--- config.mk ---
export PLATFORM = sky130hd
export DESIGN_NAME = cube_map_face_select_core
export DESIGN_NICKNAME = d
export VERILOG_FILES = /design/src/design/cmfs_pkg.sv /design/src/design/cmfs_front.sv /design/src/design/cmfs_cell.sv /design/src/design/cmfs_back.sv /design/src/design/cube_map_face_select_core.sv
export SDC_FILE = /design/constraint.sdc
export NUM_CORES = 2
export LEC_CHECK = 0
export BUFFER_PORTS_ARGS = -buffer_cell sky130_fd_sc_hd__buf_2
export CAP_MARGIN = 20
export CORE_UTILIZATION = 58
export CTS_CLUSTER_SIZE = 10
export DETAILED_ROUTE_END_ITERATION = 8
export GPL_TIMING_DRIVEN = 0
export PLACE_DENSITY = 0.77
export SLEW_MARGIN = 25
export SYNTH_ARGS = -nofsm -noshare
export SYNTH_HDL_FRONTEND = slang
export SYNTH_SLANG_ARGS = --single-unit
--- constraint.sdc ---
create_clock -name clk -period 6.2 [get_ports clk]
set_input_delay 0.62 -clock clk [delete_from_list [all_inputs] [get_ports clk]]
set_output_delay 0.62 -clock clk [all_outputs]
set_load 0.01 [all_outputs]
--- src/design/cmfs_pkg.sv ---
// ----------------------------------------------------------------------------
// cmfs_pkg: shared types and constants for cube map face selection
// Face codes, default widths and the control group that rides the divider row.
// ----------------------------------------------------------------------------
package cmfs_pkg;

	// default direction component width and output fraction bits
	localparam int COORD_WIDTH_DEF   = 16;
	localparam int OUT_FRAC_BITS_DEF = 16;

	// cube face codes
	typedef enum logic [2:0] {
		FACE_POS_X = 3'd0,
		FACE_NEG_X = 3'd1,
		FACE_POS_Y = 3'd2,
		FACE_NEG_Y = 3'd3,
		FACE_POS_Z = 3'd4,
		FACE_NEG_Z = 3'd5
	} face_t;

	// per-item control that travels alongside the remainders
	typedef struct packed {
		face_t face;
		logic  s_neg;
		logic  t_neg;
		logic  zero;
	} cmfs_ctrl_t;

endpackage

--- src/design/cmfs_front.sv ---
// ----------------------------------------------------------------------------
// cmfs_front: major axis selection stage
// Takes magnitudes, picks the face and hands magnitude operands to the row.
// ----------------------------------------------------------------------------
module cmfs_front
	import cmfs_pkg::*;
#(
	parameter int COORD_WIDTH   = COORD_WIDTH_DEF,
	parameter int OUT_FRAC_BITS = OUT_FRAC_BITS_DEF
) (
	input  logic                     clk,
	input  logic                     arst_n,
	input  logic                     in_valid,
	output logic                     in_ready,
	input  logic [COORD_WIDTH-1:0]   dir_x,
	input  logic [COORD_WIDTH-1:0]   dir_y,
	input  logic [COORD_WIDTH-1:0]   dir_z,
	output logic                     out_valid,
	input  logic                     out_ready,
	output logic [COORD_WIDTH-1:0]   out_ma,
	output logic [COORD_WIDTH-1:0]   out_rs,
	output logic [COORD_WIDTH-1:0]   out_rt,
	output logic [OUT_FRAC_BITS-1:0] out_qs,
	output logic [OUT_FRAC_BITS-1:0] out_qt,
	output cmfs_ctrl_t               out_ctrl
);

	logic                   x_neg, y_neg, z_neg;
	logic [COORD_WIDTH-1:0] ax, ay, az;
	logic [COORD_WIDTH-1:0] ma_d, rs_d, rt_d;
	cmfs_ctrl_t             ctrl_d;
	logic                   valid_q;
	logic [COORD_WIDTH-1:0] ma_q, rs_q, rt_q;
	cmfs_ctrl_t             ctrl_q;

	// magnitudes, most negative value maps to 2^(w-1) exactly
	assign x_neg = dir_x[COORD_WIDTH-1];
	assign y_neg = dir_y[COORD_WIDTH-1];
	assign z_neg = dir_z[COORD_WIDTH-1];
	assign ax = x_neg ? (~dir_x + 1'b1) : dir_x;
	assign ay = y_neg ? (~dir_y + 1'b1) : dir_y;
	assign az = z_neg ? (~dir_z + 1'b1) : dir_z;

	// major axis by strict compare, later axis wins ties
	always_comb begin
		ctrl_d.zero = (ax == '0) && (ay == '0) && (az == '0);
		if ((ax > ay) && (ax > az)) begin
			ma_d = ax;
			rs_d = az;
			rt_d = ay;
			ctrl_d.t_neg = !y_neg;
			if (!x_neg) begin
				ctrl_d.face  = FACE_POS_X;
				ctrl_d.s_neg = !z_neg;
			end else begin
				ctrl_d.face  = FACE_NEG_X;
				ctrl_d.s_neg = z_neg;
			end
		end else if (ay > az) begin
			ma_d = ay;
			rs_d = ax;
			rt_d = az;
			ctrl_d.s_neg = x_neg;
			if (!y_neg) begin
				ctrl_d.face  = FACE_POS_Y;
				ctrl_d.t_neg = z_neg;
			end else begin
				ctrl_d.face  = FACE_NEG_Y;
				ctrl_d.t_neg = !z_neg;
			end
		end else begin
			ma_d = az;
			rs_d = ax;
			rt_d = ay;
			ctrl_d.t_neg = !y_neg;
			if (!z_neg) begin
				ctrl_d.face  = FACE_POS_Z;
				ctrl_d.s_neg = x_neg;
			end else begin
				ctrl_d.face  = FACE_NEG_Z;
				ctrl_d.s_neg = !x_neg;
			end
		end
	end

	assign in_ready = !valid_q || out_ready;

	// stage valid
	always_ff @(posedge clk or negedge arst_n) begin
		if (!arst_n) begin
			valid_q <= 1'b0;
		end else if (in_ready) begin
			valid_q <= in_valid;
		end
	end

	// stage payload
	always_ff @(posedge clk) begin
		if (in_ready && in_valid) begin
			ma_q   <= ma_d;
			rs_q   <= rs_d;
			rt_q   <= rt_d;
			ctrl_q <= ctrl_d;
		end
	end

	assign out_valid = valid_q;
	assign out_ma    = ma_q;
	assign out_rs    = rs_q;
	assign out_rt    = rt_q;
	assign out_qs    = '0;
	assign out_qt    = '0;
	assign out_ctrl  = ctrl_q;

endmodule

--- src/design/cmfs_cell.sv ---
// ----------------------------------------------------------------------------
// cmfs_cell: one restoring divide cell
// Resolves one quotient bit for both face coordinates and passes the item on.
// ----------------------------------------------------------------------------
module cmfs_cell
	import cmfs_pkg::*;
#(
	parameter int COORD_WIDTH   = COORD_WIDTH_DEF,
	parameter int OUT_FRAC_BITS = OUT_FRAC_BITS_DEF
) (
	input  logic                     clk,
	input  logic                     arst_n,
	input  logic                     in_valid,
	output logic                     in_ready,
	input  logic [COORD_WIDTH-1:0]   in_ma,
	input  logic [COORD_WIDTH-1:0]   in_rs,
	input  logic [COORD_WIDTH-1:0]   in_rt,
	input  logic [OUT_FRAC_BITS-1:0] in_qs,
	input  logic [OUT_FRAC_BITS-1:0] in_qt,
	input  cmfs_ctrl_t               in_ctrl,
	output logic                     out_valid,
	input  logic                     out_ready,
	output logic [COORD_WIDTH-1:0]   out_ma,
	output logic [COORD_WIDTH-1:0]   out_rs,
	output logic [COORD_WIDTH-1:0]   out_rt,
	output logic [OUT_FRAC_BITS-1:0] out_qs,
	output logic [OUT_FRAC_BITS-1:0] out_qt,
	output cmfs_ctrl_t               out_ctrl
);

	logic                     bit_s, bit_t;
	logic [COORD_WIDTH-1:0]   sub_s, sub_t;
	logic                     valid_q;
	logic [COORD_WIDTH-1:0]   ma_q, rs_q, rt_q;
	logic [OUT_FRAC_BITS-1:0] qs_q, qt_q;
	cmfs_ctrl_t               ctrl_q;

	// trial subtract, partial remainder stays below the divisor afterward
	assign bit_s = in_rs >= in_ma;
	assign bit_t = in_rt >= in_ma;
	assign sub_s = bit_s ? (in_rs - in_ma) : in_rs;
	assign sub_t = bit_t ? (in_rt - in_ma) : in_rt;

	assign in_ready = !valid_q || out_ready;

	// cell valid
	always_ff @(posedge clk or negedge arst_n) begin
		if (!arst_n) begin
			valid_q <= 1'b0;
		end else if (in_ready) begin
			valid_q <= in_valid;
		end
	end

	// shifted remainders and quotient bits move to the next cell
	always_ff @(posedge clk) begin
		if (in_ready && in_valid) begin
			ma_q   <= in_ma;
			rs_q   <= {sub_s[COORD_WIDTH-2:0], 1'b0};
			rt_q   <= {sub_t[COORD_WIDTH-2:0], 1'b0};
			qs_q   <= {in_qs[OUT_FRAC_BITS-2:0], bit_s};
			qt_q   <= {in_qt[OUT_FRAC_BITS-2:0], bit_t};
			ctrl_q <= in_ctrl;
		end
	end

	assign out_valid = valid_q;
	assign out_ma    = ma_q;
	assign out_rs    = rs_q;
	assign out_rt    = rt_q;
	assign out_qs    = qs_q;
	assign out_qt    = qt_q;
	assign out_ctrl  = ctrl_q;

endmodule

--- src/design/cmfs_back.sv ---
// ----------------------------------------------------------------------------
// cmfs_back: coordinate assembly and output register
// Applies the sign around one half and packs the result item.
// ----------------------------------------------------------------------------
module cmfs_back
	import cmfs_pkg::*;
#(
	parameter int OUT_FRAC_BITS = OUT_FRAC_BITS_DEF,
	parameter int TDATA_WIDTH   = 40
) (
	input  logic                     clk,
	input  logic                     arst_n,
	input  logic                     in_valid,
	output logic                     in_ready,
	input  logic [OUT_FRAC_BITS-1:0] in_qs,
	input  logic [OUT_FRAC_BITS-1:0] in_qt,
	input  cmfs_ctrl_t               in_ctrl,
	output logic                     m_tvalid,
	input  logic                     m_tready,
	output logic [TDATA_WIDTH-1:0]   m_tdata
);

	localparam int CW = OUT_FRAC_BITS + 1;
	localparam logic [CW-1:0] HALF = {2'b01, {(OUT_FRAC_BITS - 1){1'b0}}};

	logic [CW-1:0]          cs_d, ct_d;
	logic                   valid_q;
	logic [TDATA_WIDTH-1:0] data_q;

	// coord = half +/- quotient, fixed at half for the zero vector
	always_comb begin
		if (in_ctrl.zero) begin
			cs_d = HALF;
			ct_d = HALF;
		end else begin
			cs_d = in_ctrl.s_neg ? (HALF - {1'b0, in_qs}) : (HALF + {1'b0, in_qs});
			ct_d = in_ctrl.t_neg ? (HALF - {1'b0, in_qt}) : (HALF + {1'b0, in_qt});
		end
	end

	assign in_ready = !valid_q || m_tready;

	// output valid
	always_ff @(posedge clk or negedge arst_n) begin
		if (!arst_n) begin
			valid_q <= 1'b0;
		end else if (in_ready) begin
			valid_q <= in_valid;
		end
	end

	// output item
	always_ff @(posedge clk) begin
		if (in_ready && in_valid) begin
			data_q <= TDATA_WIDTH'({in_ctrl.zero, ct_d, cs_d, in_ctrl.face});
		end
	end

	assign m_tvalid = valid_q;
	assign m_tdata  = data_q;

endmodule

--- src/design/cube_map_face_select_core.sv ---
// throughput: one item per cycle while m_tready is high, set by a row of
// OUT_FRAC_BITS divide cells each resolving one quotient bit, plus one
// select stage and one output stage
// every stage holds its item while the next one is full, so bubbles close up
// reset: arst_n clears all valid flags at once, payload registers keep junk
// ----------------------------------------------------------------------------
// cube_map_face_select_core: cube map face and face coordinate unit
// Picks the major axis face of a direction and divides out s and t.
// ----------------------------------------------------------------------------
module cube_map_face_select_core
	import cmfs_pkg::*;
#(
	parameter int COORD_WIDTH   = COORD_WIDTH_DEF,
	parameter int OUT_FRAC_BITS = OUT_FRAC_BITS_DEF,
	localparam int S_TDATA_WIDTH = ((3 * COORD_WIDTH + 7) / 8) * 8,
	localparam int M_TDATA_WIDTH = ((2 * OUT_FRAC_BITS + 6 + 7) / 8) * 8
) (
	input  logic                     clk,
	input  logic                     arst_n,
	input  logic                     s_tvalid,
	output logic                     s_tready,
	// dir_x, dir_y, dir_z (low to high), zero padded
	input  logic [S_TDATA_WIDTH-1:0] s_tdata,
	output logic                     m_tvalid,
	input  logic                     m_tready,
	// face, coord_s, coord_t, zero_vector (low to high), zero padded
	output logic [M_TDATA_WIDTH-1:0] m_tdata
);

	localparam int W = COORD_WIDTH;
	localparam int F = OUT_FRAC_BITS;

	logic         valid [F+1];
	logic         ready [F+1];
	logic [W-1:0] ma    [F+1];
	logic [W-1:0] rs    [F+1];
	logic [W-1:0] rt    [F+1];
	logic [F-1:0] qs    [F+1];
	logic [F-1:0] qt    [F+1];
	cmfs_ctrl_t   ctrl  [F+1];

	// axis select stage
	cmfs_front #(
		.COORD_WIDTH  (W),
		.OUT_FRAC_BITS(F)
	) u_front (
		.clk      (clk),
		.arst_n   (arst_n),
		.in_valid (s_tvalid),
		.in_ready (s_tready),
		.dir_x    (s_tdata[W-1:0]),
		.dir_y    (s_tdata[2*W-1:W]),
		.dir_z    (s_tdata[3*W-1:2*W]),
		.out_valid(valid[0]),
		.out_ready(ready[0]),
		.out_ma   (ma[0]),
		.out_rs   (rs[0]),
		.out_rt   (rt[0]),
		.out_qs   (qs[0]),
		.out_qt   (qt[0]),
		.out_ctrl (ctrl[0])
	);

	// divide row, most significant quotient bit first
	for (genvar i = 0; i < F; i++) begin : g_cell
		cmfs_cell #(
			.COORD_WIDTH  (W),
			.OUT_FRAC_BITS(F)
		) u_cell (
			.clk      (clk),
			.arst_n   (arst_n),
			.in_valid (valid[i]),
			.in_ready (ready[i]),
			.in_ma    (ma[i]),
			.in_rs    (rs[i]),
			.in_rt    (rt[i]),
			.in_qs    (qs[i]),
			.in_qt    (qt[i]),
			.in_ctrl  (ctrl[i]),
			.out_valid(valid[i+1]),
			.out_ready(ready[i+1]),
			.out_ma   (ma[i+1]),
			.out_rs   (rs[i+1]),
			.out_rt   (rt[i+1]),
			.out_qs   (qs[i+1]),
			.out_qt   (qt[i+1]),
			.out_ctrl (ctrl[i+1])
		);
	end

	// output stage, last remainders and divisor are dropped
	cmfs_back #(
		.OUT_FRAC_BITS(F),
		.TDATA_WIDTH  (M_TDATA_WIDTH)
	) u_back (
		.clk     (clk),
		.arst_n  (arst_n),
		.in_valid(valid[F]),
		.in_ready(ready[F]),
		.in_qs   (qs[F]),
		.in_qt   (qt[F]),
		.in_ctrl (ctrl[F]),
		.m_tvalid(m_tvalid),
		.m_tready(m_tready),
		.m_tdata (m_tdata)
	);

endmodule

==> summary.md <==
| Metric | Value |
|---|---|
| Status | complete, no violations |
| Endpoints failing hold | 0 |
| FILL cells | between 8k and 9k |
| Clk buf depth | 3 |
| Max-cap violations | 0 |
| Sw Ratio | between 30% and 40% |
| Largest family of logic cells by synthesized area | compound AO/OA/AOI/OAI gates |
| Die X | about 340 µm |
| Setup bufs post-CTS | 0 |
| Fraction of layout cells with a size suffix above 1 | 10.6% |
| Slew headroom | about 29% |
| WP data required | approximately 6.7 ns |
| Via density | 6.05 |
| DR DRC count | 0 |
| Syn. warnings | 0 |
| Synth cell types | 81 |
| GP Congestion | about 0.94 |
| Synth Instances | approximately 5.5k |
| CORE AREA | between 100000 and 150000 µm² |
| Clock skew | around 0.050 ns |
| CTS tree | yes |
| Post-synthesis sequential element count | around 1.2k |
| Total global routing overflow | 0 |
| Reg2Reg Setup Slack | 2.07 ns |
| Post-synthesis adder-cell area fraction | 11.5% |
| Crit path buffers/inverters | 3 |
| Hpwl dp | around 120 mm |
| First-pass GRT wire length | about 240 mm |
| Die H | approximately 340 µm |
| Worst-Margin Slew | 1.06 ns |
| Total CTS buffers | roughly 140 |
| CP max stage cell | xor2_1 |
| Avg Inst Size Synth | 12.0 µm² |
| CP Data Arrival Time | about 5.4 ns |
| Clock Latency Late Sink | approximately 0.76 ns |
| CTS clk-pin slew, worst paths | 0.06 ns |
| Synth Area in Simple Gates | under 10% |
| FFs w/ async S/R, synth | about 1.5% |
| Post-synthesis mux area share | approximately 7% |
| Pint | 0.0254 W |
| Number of flops mapped to enable cells by yosys | approximately 1.2k |
| WL/cell | ~22 µm |
| Switch Pwr | about 0.016 W |
| Worst path cell trace | buf_2 -> nor4_1 -> nand3_1 -> o41ai_1 -> xor2_1 -> inv_1 -> ha_1 -> nand4_1 -> a211oi_1 -> a21oi_1 -> a21oi_1 -> buf_1 -> mux2i_1 -> o21ai_0 |
| CP Launch Type | primary input |
| Area of the multi-input gates | between 20000 and 30000 µm² |
| Synth Flop Type | edfxtp_1 |
| Sequential share of power | roughly a third |
| VDD IR-drop max | ~0.00037 V |
| CTS root buf | clkbuf_16 |
| Clk sinks | about 1.2k |
| Hold crit path type | in2reg |
| Post-Synth XOR/XNOR Area | ~4.2% |
| Final setup viols | 0 |
| IO buf count | 91 |
| Die area | ~120000 µm² |
| P&R area growth vs syn | 11.2% |
| H-tree depth | 4 |
| Cell family with most CP delay | compound AO/OA/AOI/OAI gates |
| Cell row count | approximately 120 |
| Wirelength, routed | about 160 mm |
| Final antenna-violating net count | 0 |
| Vias in the first global route | roughly 43k |
| Clock share of power | 17.8% |
| Largest net degree at the start of global routing | 58 |
| Complex-gate fraction of the synthesized area | 11.9% |
| Nets | 6436 |
| Most used cell, CP | a21oi_1 |
| Period utilization | approximately four fifths |
| Setup TNS | 0 ns |
| All-Layer GR Usage | a little over a quarter |
| Critical path's largest stage delay | between 0.7 and 0.8 ns |
| Combinational power share | a little under half |
| Initial Util | between 50 and 60% |
| CP Capture Type | flop |
| Max-slew violations | 0 |
| RSZ-0062 raised after global routing | false |
| Critical Path Fanout Max | 10 |
| Leak Pwr | approximately 29 nW |
| First-pass DRT Iterations | 7 |
| Fmax achieved | approximately 0.20 GHz |
| Fin util | 65.4% |
| Power Density | between 500 and 600 nW/µm² |
| Tmin final | roughly 4.9 ns |
| Initial antenna violation count | 0 |
| Sequential cell area | around 35000 µm² |
| Post-synthesis sequential area ratio | between 50% and 60% |
| Kind of critical path | in2reg |
| # IOs | 94 |
| Iteration-0 DRC Markers | between 3k and 4k |
| Netlist Area Pre-Place | 66400 µm² |
| Ant. Diodes | 0 |
| Via Count | 44.4k |
==> metal layers <==
metal / wire (µm) / GRT usage, % / vias to the layer above
met5: 0 / 0 / -
met4: 4970 / 9.39 / 0
met3: 8860 / 3.92 / 296
met2: 78500 / 46.5 / 1391
met1: 66000 / 35.0 / 21500
li1: - / - / 21200
==> power by group through the flow <==
stage / clock network [W] / logic (W) / registers, W
after floorplan: 0 / 0.0146 / 0.0136
after global placement: 0 / 0.0186 / 0.0144
after detailed placement: 0 / 0.0193 / 0.0144
after CTS: 0.00751 / 0.0196 / 0.0143
after global routing: 0.00779 / 0.0217 / 0.0145
final: 0.00738 / 0.0198 / 0.0143
==> through the flow <==
stage	instance area (µm²)	total power [W]	hold slack, ns	worst slack [ns]	cells
floorplan	66400	0.0282	0.324	0.143	5521
global placement	68700	0.0331	0.400	-1.63	7112
detailed placement	69700	0.0337	0.405	0.780	7148
CTS	73800	0.0414	0.117	1.14	7352
global route	73800	0.0440	0.143	1.17	7352
finish	73800	0.0415	0.164	1.30	7352
==> worst reg2reg max path, stage by stage (launching register included) <==
cell	delay (ns)
edfxtp_1	0.57
fa_1	0.50
nor2b_1	0.14
o21ai_1	0.09
a21boi_1	0.26
o311ai_1	0.19
a31oi_1	0.57
nor2_1	0.13
o21ai_1	0.70
buf_4	0.37
mux2_2	0.37
==> state kept, by name, summed over array words and instances, names as in the netlist <==
name,flops
g_cell.u_cell.out_qs,136
u_back.m_tvalid,1
u_front.out_ma,16
u_front.out_ctrl,6
g_cell.u_cell.out_valid,16
g_cell.u_cell.out_rs,225
g_cell.u_cell.out_rt,225
u_back.m_tdata,38
g_cell.u_cell.out_ma,240
g_cell.u_cell.out_ctrl,96
u_front.out_rt,16
g_cell.u_cell.out_qt,136
u_front.out_rs,16
u_front.out_valid,1
==> synth_stat cells (all sizes together), types with 16 or more instances <==
master / n / area (µm²)
nor2b: 84 / 526
dfrtp: 18 / 450
and2: 33 / 206
or2: 41 / 257
xor2: 118 / 1060
a31oi: 36 / 225
a21o: 83 / 623
a211oi: 36 / 270
a221oi: 17 / 149
nand2b: 86 / 538
clkbuf: 38 / 143
inv: 443 / 1660
o311ai: 26 / 228
o31a: 30 / 263
o21a: 97 / 728
o21bai: 44 / 330
nand4: 80 / 515
nand3: 74 / 370
o41ai: 34 / 320
mux2i: 87 / 871
a21boi: 33 / 248
nor2: 343 / 1290
o221ai: 16 / 140
fa: 30 / 601
or3: 19 / 119
mux2: 334 / 3760
buf: 33 / 194
o21ai: 241 / 1230
a2111oi: 16 / 140
nor3: 84 / 420
edfxtp: 1150 / 34500
nor4: 51 / 340
nand2: 300 / 1130
o31ai: 46 / 385
and3: 36 / 225
a21oi: 384 / 1950
ha: 564 / 7060
xnor2: 200 / 1750
==> cells in the final DEF (no fill, tap or decap), types with 36 or more instances in the layout <==
master | Yosys | layout
buf_2 | 20 | 111
clkbuf_16 | 0 | 139
edfxtp_1 | 1150 | 1150
or2_2 | 41 | 41
o21ai_0 | 209 | 209
a21o_1 | 83 | 83
mux2i_1 | 87 | 87
a21oi_1 | 377 | 376
mux2_2 | 177 | 177
nor2b_1 | 84 | 79
nand2b_1 | 86 | 86
nor4_1 | 49 | 49
xor2_1 | 114 | 113
nand2_1 | 299 | 299
nor2_1 | 343 | 343
nor3_1 | 84 | 83
nand3_1 | 74 | 74
xnor2_1 | 200 | 200
and3_1 | 36 | 36
o21a_1 | 97 | 97
o21bai_1 | 44 | 44
clkbuf_1 | 38 | 73
o31ai_1 | 38 | 38
inv_1 | 435 | 435
nand4_1 | 79 | 79
a211oi_1 | 36 | 36
ha_1 | 564 | 564
mux2_1 | 157 | 157
==> final cells by class <==
cell class | instances | share of cell area, %
Buffer | 71 | 0.456
Clock buffer | 174 | 4.89
Clock inverter | 29 | 0.617
Inverter | 450 | 2.29
Multi-Input combinational cell | 3832 | 40.0
Sequential cell | 1168 | 47.4
Tap cell | 1500 | 2.54
Timing Repair Buffer | 128 | 1.82
==> worst paths after layout <==
check / endpoint / startpoint / cells after the start
max: u_front.out_ma[0] / s_tdata[23] / 14
min: u_front.out_valid / s_tvalid / 2
max reg2reg: g_cell[13].u_cell.out_rs[10] / g_cell[12].u_cell.out_ma[0] / 10
min reg2reg: g_cell[4].u_cell.out_ctrl[3] / g_cell[3].u_cell.out_ctrl[3] / 0
max in group asynchronous: g_cell[2].u_cell.out_valid / arst_n / 2
min in group asynchronous: g_cell[6].u_cell.out_valid / arst_n / 2
==> cells by family after synthesis <==
logic type / count (synthesis)
xor+xnor: 318
simple gates: 1285
mux: 421
flops: 1168
fa+ha+maj: 594
buf+inv: 521
compound gates: 1212
other cells: 1
==> repair_timing <==
item                      in CTS  in global routing
hold endpoints to repair      18                  0
resized for setup              0                  0
hold buffers                   1                  0
(Power assumes the default switching activity.)
